==> config.mk <==
export PLATFORM = sky130hd
export DESIGN_NAME = session_handshake_fsm_unit
export DESIGN_NICKNAME = d
export VERILOG_FILES = /design/src/rtl/shf_pkg.sv /design/src/rtl/shf_fsm.sv /design/src/rtl/session_handshake_fsm_unit.sv
export SDC_FILE = /design/constraint.sdc
export NUM_CORES = 1
export LEC_CHECK = 0
export ABC_AREA = 1
export BUFFER_PORTS_ARGS = -buffer_cell sky130_fd_sc_hd__buf_2
export CAP_MARGIN = 25
export CORE_MARGIN = 10
export CORE_UTILIZATION = 64
export CTS_CLUSTER_SIZE = 10
export DETAILED_ROUTE_END_ITERATION = 10
export PLACE_DENSITY = 0.88
export SLEW_MARGIN = 15
export SYNTH_ARGS = -nofsm -noshare
export SYNTH_HDL_FRONTEND = slang
export SYNTH_SLANG_ARGS = --single-unit
==> constraint.sdc <==
create_clock -name clk -period 4.3 [get_ports clk]
set_clock_uncertainty 0.1 [all_clocks]
set_input_delay 0 -clock clk [delete_from_list [all_inputs] [get_ports clk]]
set_output_delay 0 -clock clk [all_outputs]
set_load 0.05 [all_outputs]
==> src/rtl/shf_pkg.sv <==
// ----------------------------------------------------------------------------
// shf_pkg: shared definitions for the session handshake state machine
// Event codes, disconnect causes, register indexes and the result bundle
// passed from the state machine to the output stage.
// ----------------------------------------------------------------------------
`default_nettype none

package shf_pkg;

  // timeout counter width and configuration register geometry
  localparam int TIMER_BITS   = 20;
  localparam int CFG_BITS     = 20;
  localparam int CFG_IDX_BITS = 2;

  localparam logic [CFG_BITS-1:0] CONNECT_TMO_RESET = CFG_BITS'(1000);
  localparam logic [CFG_BITS-1:0] CONTEXT_TMO_RESET = CFG_BITS'(1000);

  // session events
  typedef enum logic [2:0] {
    OP_TICK       = 3'd0,
    OP_SETUP      = 3'd1,
    OP_CONN_RESP  = 3'd2,
    OP_CTX_SETUP  = 3'd3,
    OP_CTX_READY  = 3'd4,
    OP_PEER_DISC  = 3'd5,
    OP_LOCAL_DISC = 3'd6
  } op_t;

  // reasons for entering the disconnected state
  typedef enum logic [2:0] {
    CAUSE_NONE     = 3'd0,
    CAUSE_VERSION  = 3'd1,
    CAUSE_LOCAL    = 3'd2,
    CAUSE_PEER     = 3'd3,
    CAUSE_CONN_TMO = 3'd4,
    CAUSE_CTX_TMO  = 3'd5
  } cause_t;

  // configuration register indexes
  typedef enum logic [CFG_IDX_BITS-1:0] {
    REG_CONNECT_TMO = 2'd0,
    REG_CONTEXT_TMO = 2'd1
  } reg_idx_t;

  // one result transaction
  typedef struct packed {
    logic [2:0] status;
    logic       send_connect;
    logic       send_disconnect;
    logic       send_context_setup;
    logic       notify_connected;
    logic       notify_context_ready;
    logic       notify_disconnected;
    cause_t     cause;
  } result_t;

endpackage

`default_nettype wire

==> src/rtl/shf_fsm.sv <==
// ----------------------------------------------------------------------------
// shf_fsm: session state and timeout counter
// Holds the six-state session status and the one-shot timeout counter, and
// computes the result of the current event combinationally.
// ----------------------------------------------------------------------------
`default_nettype none

module shf_fsm (
  input  wire logic                            clk,
  input  wire logic                            rst_n,
  input  wire logic                            ev_valid,
  input  wire logic [2:0]                      op,
  input  wire logic                            version_ok,
  input  wire logic [shf_pkg::CFG_BITS-1:0]    connect_ticks,
  input  wire logic [shf_pkg::CFG_BITS-1:0]    context_ticks,
  output shf_pkg::result_t                     res
);

  typedef enum logic [2:0] {
    ST_IDLE      = 3'd0,
    ST_WAIT_CONN = 3'd1,
    ST_CONNECTED = 3'd2,
    ST_WAIT_CTX  = 3'd3,
    ST_READY     = 3'd4,
    ST_DISC      = 3'd5
  } state_t;

  state_t                            st_r, st_nxt;
  logic [shf_pkg::TIMER_BITS-1:0]    rem_r, rem_nxt;
  logic                              armed_r, armed_nxt;
  logic                              fired;
  logic [shf_pkg::TIMER_BITS-1:0]    connect_load;
  logic [shf_pkg::TIMER_BITS-1:0]    context_load;

  assign connect_load = shf_pkg::TIMER_BITS'(connect_ticks);
  assign context_load = shf_pkg::TIMER_BITS'(context_ticks);

  // next state, timer and result for the event
  always_comb begin
    st_nxt    = st_r;
    rem_nxt   = rem_r;
    armed_nxt = armed_r;
    fired     = 1'b0;
    res       = '0;

    // countdown on tick
    if (st_r != ST_DISC && op == shf_pkg::OP_TICK && armed_r) begin
      if (rem_r <= shf_pkg::TIMER_BITS'(1)) begin
        rem_nxt   = '0;
        armed_nxt = 1'b0;
        fired     = 1'b1;
      end else begin
        rem_nxt = rem_r - shf_pkg::TIMER_BITS'(1);
      end
    end

    case (st_r)
      ST_IDLE: begin
        if (op == shf_pkg::OP_SETUP) begin
          if (!version_ok) begin
            st_nxt                  = ST_DISC;
            armed_nxt               = 1'b0;
            rem_nxt                 = '0;
            res.send_disconnect     = 1'b1;
            res.notify_disconnected = 1'b1;
            res.cause               = shf_pkg::CAUSE_VERSION;
          end else begin
            st_nxt           = ST_WAIT_CONN;
            rem_nxt          = connect_load;
            armed_nxt        = 1'b1;
            res.send_connect = 1'b1;
          end
        end else if (op == shf_pkg::OP_LOCAL_DISC) begin
          st_nxt                  = ST_DISC;
          armed_nxt               = 1'b0;
          rem_nxt                 = '0;
          res.send_disconnect     = 1'b1;
          res.notify_disconnected = 1'b1;
          res.cause               = shf_pkg::CAUSE_LOCAL;
        end
      end
      ST_WAIT_CONN: begin
        if (op == shf_pkg::OP_CONN_RESP) begin
          st_nxt               = ST_CONNECTED;
          armed_nxt            = 1'b0;
          rem_nxt              = '0;
          res.notify_connected = 1'b1;
        end else if (fired) begin
          st_nxt                  = ST_DISC;
          armed_nxt               = 1'b0;
          rem_nxt                 = '0;
          res.notify_disconnected = 1'b1;
          res.cause               = shf_pkg::CAUSE_CONN_TMO;
        end
      end
      ST_CONNECTED: begin
        if (op == shf_pkg::OP_CTX_SETUP) begin
          st_nxt                 = ST_WAIT_CTX;
          rem_nxt                = context_load;
          armed_nxt              = 1'b1;
          res.send_context_setup = 1'b1;
        end else if (op == shf_pkg::OP_LOCAL_DISC) begin
          st_nxt                  = ST_DISC;
          armed_nxt               = 1'b0;
          rem_nxt                 = '0;
          res.send_disconnect     = 1'b1;
          res.notify_disconnected = 1'b1;
          res.cause               = shf_pkg::CAUSE_LOCAL;
        end else if (op == shf_pkg::OP_PEER_DISC) begin
          st_nxt                  = ST_DISC;
          armed_nxt               = 1'b0;
          rem_nxt                 = '0;
          res.notify_disconnected = 1'b1;
          res.cause               = shf_pkg::CAUSE_PEER;
        end
      end
      ST_WAIT_CTX: begin
        if (fired) begin
          st_nxt                  = ST_DISC;
          armed_nxt               = 1'b0;
          rem_nxt                 = '0;
          res.notify_disconnected = 1'b1;
          res.cause               = shf_pkg::CAUSE_CTX_TMO;
        end else if (op == shf_pkg::OP_CTX_SETUP) begin
          rem_nxt                = context_load;
          armed_nxt              = 1'b1;
          res.send_context_setup = 1'b1;
        end else if (op == shf_pkg::OP_CTX_READY) begin
          st_nxt                   = ST_READY;
          armed_nxt                = 1'b0;
          rem_nxt                  = '0;
          res.notify_context_ready = 1'b1;
        end else if (op == shf_pkg::OP_PEER_DISC) begin
          st_nxt                  = ST_DISC;
          armed_nxt               = 1'b0;
          rem_nxt                 = '0;
          res.notify_disconnected = 1'b1;
          res.cause               = shf_pkg::CAUSE_PEER;
        end else if (op == shf_pkg::OP_LOCAL_DISC) begin
          st_nxt                  = ST_DISC;
          armed_nxt               = 1'b0;
          rem_nxt                 = '0;
          res.send_disconnect     = 1'b1;
          res.notify_disconnected = 1'b1;
          res.cause               = shf_pkg::CAUSE_LOCAL;
        end
      end
      ST_READY: begin
        if (op == shf_pkg::OP_CTX_SETUP) begin
          st_nxt                 = ST_WAIT_CTX;
          rem_nxt                = context_load;
          armed_nxt              = 1'b1;
          res.send_context_setup = 1'b1;
        end else if (op == shf_pkg::OP_PEER_DISC) begin
          st_nxt                  = ST_DISC;
          armed_nxt               = 1'b0;
          rem_nxt                 = '0;
          res.notify_disconnected = 1'b1;
          res.cause               = shf_pkg::CAUSE_PEER;
        end else if (op == shf_pkg::OP_LOCAL_DISC) begin
          st_nxt                  = ST_DISC;
          armed_nxt               = 1'b0;
          rem_nxt                 = '0;
          res.send_disconnect     = 1'b1;
          res.notify_disconnected = 1'b1;
          res.cause               = shf_pkg::CAUSE_LOCAL;
        end
      end
      default: begin
        st_nxt = st_r;
      end
    endcase

    res.status = st_nxt;
  end

  // state and timer registers, advanced once per accepted event
  always_ff @(posedge clk) begin
    if (!rst_n) begin
      st_r    <= ST_IDLE;
      rem_r   <= '0;
      armed_r <= 1'b0;
    end else if (ev_valid) begin
      st_r    <= st_nxt;
      rem_r   <= rem_nxt;
      armed_r <= armed_nxt;
    end
  end

endmodule

`default_nettype wire

==> src/rtl/session_handshake_fsm_unit.sv <==
// A result is registered in the main output entry, or in the skid entry while the main one is held.
// Throughput: one event per cycle while the input is not stalled; the session state and
// timeout counter are updated in the same cycle the event is accepted.
// A two-entry output stage (main register plus skid register) keeps the input
// open while one result waits; the input stalls only when both entries are full.
// Reset (synchronous, active low): idle session, timer disarmed, both timeouts 1000.
// ----------------------------------------------------------------------------
// session_handshake_fsm_unit: session handshake top level
// Configuration registers, the session state machine and the output stage
// with a skid register.
// ----------------------------------------------------------------------------
`default_nettype none

module session_handshake_fsm_unit (
  input  wire logic                                clk,
  input  wire logic                                rst_n,
  // configuration
  input  wire logic                                cfg_we,
  input  wire logic [shf_pkg::CFG_IDX_BITS-1:0]    cfg_index,
  input  wire logic [shf_pkg::CFG_BITS-1:0]        cfg_data,
  // event input
  input  wire logic                                in_valid,
  output      logic                                in_stall,
  input  wire logic [2:0]                          in_operation,
  input  wire logic                                in_version_ok,
  // result output
  output      logic                                out_valid,
  input  wire logic                                out_stall,
  output      logic [2:0]                          out_status,
  output      logic                                out_send_connect,
  output      logic                                out_send_disconnect,
  output      logic                                out_send_context_setup,
  output      logic                                out_notify_connected,
  output      logic                                out_notify_context_ready,
  output      logic                                out_notify_disconnected,
  output      logic [2:0]                          out_disconnect_cause
);

  logic [shf_pkg::CFG_BITS-1:0] connect_tmo_r;
  logic [shf_pkg::CFG_BITS-1:0] context_tmo_r;
  logic                         in_accept;
  logic                         out_take;
  shf_pkg::result_t             step_res;
  shf_pkg::result_t             main_r;
  shf_pkg::result_t             skid_r;
  logic                         main_valid_r;
  logic                         skid_valid_r;

  assign in_stall  = skid_valid_r;
  assign in_accept = in_valid && !skid_valid_r;
  assign out_take  = main_valid_r && !out_stall;

  // configuration registers
  always_ff @(posedge clk) begin
    if (!rst_n) begin
      connect_tmo_r <= shf_pkg::CONNECT_TMO_RESET;
      context_tmo_r <= shf_pkg::CONTEXT_TMO_RESET;
    end else if (cfg_we) begin
      case (cfg_index)
        shf_pkg::REG_CONNECT_TMO: connect_tmo_r <= cfg_data;
        shf_pkg::REG_CONTEXT_TMO: context_tmo_r <= cfg_data;
        default: begin
        end
      endcase
    end
  end

  // session state machine
  shf_fsm u_fsm (
    .clk           (clk),
    .rst_n         (rst_n),
    .ev_valid      (in_accept),
    .op            (in_operation),
    .version_ok    (in_version_ok),
    .connect_ticks (connect_tmo_r),
    .context_ticks (context_tmo_r),
    .res           (step_res)
  );

  // output register with skid entry
  always_ff @(posedge clk) begin
    if (!rst_n) begin
      main_valid_r <= 1'b0;
      skid_valid_r <= 1'b0;
    end else if (skid_valid_r) begin
      if (out_take) begin
        main_r       <= skid_r;
        skid_valid_r <= 1'b0;
      end
    end else if (in_accept) begin
      if (!main_valid_r || out_take) begin
        main_r       <= step_res;
        main_valid_r <= 1'b1;
      end else begin
        skid_r       <= step_res;
        skid_valid_r <= 1'b1;
      end
    end else if (out_take) begin
      main_valid_r <= 1'b0;
    end
  end

  assign out_valid                = main_valid_r;
  assign out_status               = main_r.status;
  assign out_send_connect         = main_r.send_connect;
  assign out_send_disconnect      = main_r.send_disconnect;
  assign out_send_context_setup   = main_r.send_context_setup;
  assign out_notify_connected     = main_r.notify_connected;
  assign out_notify_context_ready = main_r.notify_context_ready;
  assign out_notify_disconnected  = main_r.notify_disconnected;
  assign out_disconnect_cause     = main_r.cause;

endmodule

`default_nettype wire

# ---- Yosys cells after proc, flatten, opt, wreduce, memory -nomap -nowiden
# Cells that the tools add are included.
dict set report classes {
  n_mul 0
  shifts 0
  n_bitwise 2
  div 0
  eq_ne 14
  n_lt_le_gt_ge 1
  n_reduce_logical 20
  muxes 92
  n_addsub 1
}
# operator count
set ops {}
lappend ops {{$mux W20} 15}
lappend ops {{$pmux W20 S5} 1}
lappend ops {{$mux W12} 4}
lappend ops {{$mux W4} 12}
lappend ops {{$mux W1} 40}
lappend ops {{$mux W3} 13}
lappend ops {{$le A20 B1 Y1 const B} 1}
lappend ops {{$pmux W4 S5} 1}
lappend ops {{$sub A20 B1 Y20 const B} 1}
lappend ops {{$pmux W3 S5} 1}
lappend ops {{$eq A3 B2 Y1 const B} 4}
lappend ops {{$eq A3 B3 Y1 const B} 4}
lappend ops {{$reduce_and A4 Y1} 2}
lappend ops {{$eq A3 B1 Y1 const B} 2}
lappend ops {{$logic_not A3 Y1} 2}
lappend ops {{$reduce_bool A2 Y1} 3}
lappend ops {{$mux W5} 1}
lappend ops {{$pmux W1 S5} 1}
lappend ops {{$logic_and A1 B1 Y1} 4}
lappend ops {{$pmux W1 S4} 1}
lappend ops {{$reduce_and A2 Y1} 2}
lappend ops {{$logic_not A1 Y1} 3}
lappend ops {{$ne A3 B3 Y1 const B} 1}
lappend ops {{$reduce_and A3 Y1} 1}
lappend ops {{9 further kinds} 10}
dict set report totals {
  rom_bits 0
  latchBits 0
  output_inout_bits 14
  mem_count 0
  input_bits 31
  elab_cells 153
  regBits 90
  mem_bits_rw 0
}

# ---- Depth between registers and ports, before layout
dict set report depth {
  ltp_word 10
  depth_mapped 15
  depth_no_buf 14
}

# ---- Modules after synthesis
# A second synthesis with hierarchy kept.
dict set report hier_totals {
  hier_cells 769
  hier_area_um2 5107.4
}
# mod instances seq_area_each_um2 area_each_um2 cells_per_inst
set modules_own_cells {}
lappend modules_own_cells {session_handshake_fsm_unit 1 1561.5 2637.5 320}
lappend modules_own_cells {shf_fsm 1 480.5 2469.9 449}

# ---- Least setup slack after synthesis
# OpenSTA, ideal clock, no wires.
dict set report synth_path {
  kind {register -> register}
  start {reg skid_valid_r, in the netlist in_stall}
  end {reg main_r (netlist bit out_disconnect_cause[0]) (enable)}
  t_required_ns 3.820
  path_buffers 3
  slack_ns 1.880
  setup_ns 0.380
  stages_incl_launch_ff 9
  synth_period_minus_slack_ns 2.420
  t_arrival_ns 1.940
  path_cell_list {dfxtp_1 buf_2 clkinv_1 nand2_1 buf_2 clkbuf_1 o21ai_0 nand2_1 nor2_1}
}
dict set report synth_via {
  elab_chain_cells 4
  elab_cells_between_ends 6
  classes_between {1 x eq/ne; 5 x reduce/logical}
}
# item line
set synth_rtl {}
lappend synth_rtl {{start, declared} session_handshake_fsm_unit.sv:47} ;# logic skid_valid_r;
lappend synth_rtl {{start signal, assigned} session_handshake_fsm_unit.sv:84} ;# skid_valid_r <= 1'b0;
lappend synth_rtl {{start signal, assigned} session_handshake_fsm_unit.sv:88} ;# skid_valid_r <= 1'b0;
lappend synth_rtl {{start signal, assigned} session_handshake_fsm_unit.sv:96} ;# skid_valid_r <= 1'b1;
lappend synth_rtl {{$logic_not A1 Y1} session_handshake_fsm_unit.sv:50} ;# assign in_accept = in_valid && !skid_valid_r;
lappend synth_rtl {{$logic_and A1 B1 Y1} session_handshake_fsm_unit.sv:50}
lappend synth_rtl {{$reduce_bool A2 Y1 (no line)} --}
lappend synth_rtl {{$reduce_and A4 Y1 (no line) *} --}
lappend synth_rtl {{end signal, assigned} session_handshake_fsm_unit.sv:87} ;# main_r <= skid_r;
lappend synth_rtl {{end signal, assigned} session_handshake_fsm_unit.sv:92} ;# main_r <= step_res;
lappend synth_rtl {{end, declared} session_handshake_fsm_unit.sv:44} ;# shf_pkg::result_t main_r;
# Mark *: on every way between the ends. The rest lies on a longest branch, timed or not.
# A chain may end at the register's enable or synchronous reset.

# ---- Worst setup path after layout
dict set report layout_path {
  start {reg skid_valid_r, in the netlist in_stall}
  end {reg u_fsm.rem_r[3] (netlist name)}
}
dict set report layout_via {
  elab_chain_cells 2
}
# item line
set layout_rtl {}
lappend layout_rtl {{$logic_not A1 Y1} session_handshake_fsm_unit.sv:50}
lappend layout_rtl {{$logic_and A1 B1 Y1} session_handshake_fsm_unit.sv:50}
lappend layout_rtl {{end signal, assigned} shf_fsm.sv:185} ;# rem_r <= rem_nxt;
lappend layout_rtl {{end, declared} shf_fsm.sv:29} ;# logic [shf_pkg::TIMER_BITS-1:0] rem_r, rem_nxt;
# No other way between the ends.

==> reports/metrics.cfg <==
[synth]
synth_top_area_share_pct = 27.94
synth_seq_cells = 90
synth_edf_count = 24
ys_top_cells_by_count = nand2_1 (153), nor2_1 (103), a21oi_1 (66), dfxtp_1 (66), o21ai_0 (59)
yosysSeqAreaShare_pct = 43.19
async_reset_ff_share_pct = 0
yosysMostFrequentCell = nand2_1
syn_area_per_cell_um2 = 6.964
syn_area_um2 = 4728
synth_nets = 712
syn-instance-count = 679
synthDistinctLibCells = 41
yosys-top-cells-area = dfxtp_1 (28%), edfxtp_1 (15%), nand2_1 (12%)
ys.flop_type = dfxtp_1
yosys_warnings = 0
yosysTopAreaCell = dfxtp_1

[global_route]
gr-total-overflow = 0
grt_pass1_vias = 4721
grt_first_pass_wirelength_mm = 21.93
antenna_found_initial = 0
grt_max_degree = 45
grt_usage_pct = 23.35

[clocking]
cts_buffers = 9
clock_latency_ps = 370
cts_sinks = 90
cts-resized-gates = 0
cts_root_buf = clkbuf_8
clk_pin_slew_ps = 100
cts.path.max_buffers = 2
h-tree-depth = 3
cts_tree = yes

[finish]
fin_nets = 761
area_delta_synth_final_pct = 14.47
final_layout_size_suffix_gt1_share_pct = 12.28

[route]
dr.pass1.iters = 7
drt-initial-drc-count = 448
drc = 0
vias = 4871
wirelength_mm = 13.15
vias_per_cell = 5.848
avgRoutedWirePerCell_um = 15.79
ant_nets = 0

[setup_path]
critical_path_class = register to register
worstPathArrival_ps = 3080
crit_path_start = in_stall
cp_num_cells = 7
crit_slowest_cell = nor2_1
regToRegEndpoint = u_fsm.rem_r[3]
critical_path.max_stage_delay_ps = 870
cp-end-kind = register
r2r-start = in_stall
cp-start-kind = register
critical_path_buf_inv_count = 2
reg2reg_depth = 7
cpMostUsedCell = a21oi_1
path_cells = clkinv_1 -> nand2_1 -> nor2_1 -> inv_2 -> a21oi_1 -> a21oi_1 -> a21oi_1
required_ps = 4490
critPathMaxFanout = 20
crit_family = simple AND/OR/NAND/NOR gates
regToRegSetupSlack_ps = 1410

[floorplanning]
num_io_pins = 45
die_height_um = 106.0
start_util_pct = 65.54
core_area_um2 = 7214
die_w_um = 106.0
fp.dieArea_um2 = 11230
rows = 31

[hold_path]
min_path_type = input port to register
min_to = skid_r[0]
min_path_cells = 4
min_from = in_version_ok

[sta]
worstMarginPinSlew_ps = 1003
drv_slew = 0
rsz0062_at_grt = false
finalSetupViolations = 0
slew_headroom_pct = 32.89
fin_crit_ps = 2888
worst_hold_slack_ps = 41.66
hold_viol = 0
max_freq_mhz = 346.3
setup_tns_ps = 0
final.period_utilization_pct = 67.16

[power_and_ir_drop]
p_leak_nw = 2.270
irDropWorstVdd_v = 0.0002894
power.density_nw_per_um2 = 355.0

[place]
hpwlAfterDp_mm = 8.718
place.gp.congestion = 0.9133
port_buffers = 44

[run]
cap_violations = 0

[outcome]
status = complete, no violations

## logic make-up after synthesis
| kind of cell | synth area share [%] |
|---|---|
| buf+inv | 8.282 |
| flops | 43.19 |
| simple gates | 27.63 |
| compound gates | 20.38 |
| fa+ha+maj | 0.5292 |
## power by group
group	total, mW	switching, mW	internal, mW
sequential	0.933	0.0251	0.908
clock	0.676	0.337	0.339
combinational	0.313	0.218	0.0945
total	1.92	0.580	1.34
## layer usage
metal	global-route usage, %	up-vias	wire length [µm]
met2	41.70	260	6609
met3	5.193	35	1014
met1	26.40	2231	5253
met5	0	-	0
li1	-	2345	-
met4	9.284	0	277
## worst min-delay path, stage by stage
cell,delay [ps]
buf_2,120
inv_1,60
nand3_1,70
o221ai_1,120
## cell usage in the layout (no fill, tap or decap), types with 2 or more instances in the layout
cell,instances
a21oi_1,66
a22oi_1,10
a31oi_1,5
buf_2,44
buf_4,3
bufinv_16,2
clkbuf_8,9
clkinv_1,2
dfxtp_1,66
dlygate4sd3_1,21
edfxtp_1,24
ha_1,2
inv_1,52
inv_2,14
inv_6,2
nand2_1,153
nand3_1,30
nand3b_1,2
nor2_1,103
nor2_2,3
nor3_1,8
nor3_2,2
nor4_1,2
o211ai_1,2
o21a_1,6
o21ai_0,59
o21ai_1,22
## how the worst max path moves through the flow
| stage | to | slack, ps |
|---|---|---|
| 3_5_place_dp | u_fsm.rem_r[4] | 1460 |
| 5_1_grt | u_fsm.rem_r[15] | 1060 |
| 4_1_cts | u_fsm.rem_r[4] | 1430 |
| 6_report | u_fsm.rem_r[3] | 1410 |
| 3_3_place_gp | u_fsm.rem_r[4] | 1650 |
| 2_1_floorplan | out_disconnect_cause[0] | 1880 |
## area by class of cell
| type | instances | area, µm² |
|---|---|---|
| Multi-Input combinational cell | 491 | 2302 |
| Sequential cell | 90 | 2042 |
| Fill cell | 577 | 1802 |
| Timing Repair Buffer | 68 | 452.9 |
| Inverter | 68 | 255.2 |
| Clock buffer | 9 | 123.9 |
| Tap cell | 99 | 123.9 |
| Clock inverter | 7 | 110.1 |
| Antenna cell | 1 | 2.502 |
## through the flow
| step | instances | area (µm²) | util [%] | setup slack, ps | power, mW |
|---|---|---|---|---|---|
| 4_1_cts | 832 | 5403 | 74.89 | 1430 | 1.916 |
| 3_3_place_gp | 795 | 4959 | 68.73 | 1654 | 1.229 |
| 5_1_grt | 832 | 5410 | 74.99 | 1059 | 1.988 |
| 6_report | 833 | 5413 | 75.03 | 1412 | 1.921 |
| 3_5_place_dp | 795 | 4959 | 68.73 | 1456 | 1.239 |
| 2_1_floorplan | 679 | 4728 | - | 1880 | 1.160 |
## sequential cells by signal, summed over array words and instances (netlist names), 3 cells and up
name,flops
skid_r,12
u_fsm.st_r,3
context_tmo_r,20
connect_tmo_r,20
out_disconnect_cause,3
out_status,3
u_fsm.rem_r,20
## repair_timing
item | 4_1_cts | 5_1_grt
buffers inserted | 0 | 0
endpoints found under the hold margin | 42 | 0
hold buffers | 21 | 0
(Power assumes the default switching activity.)
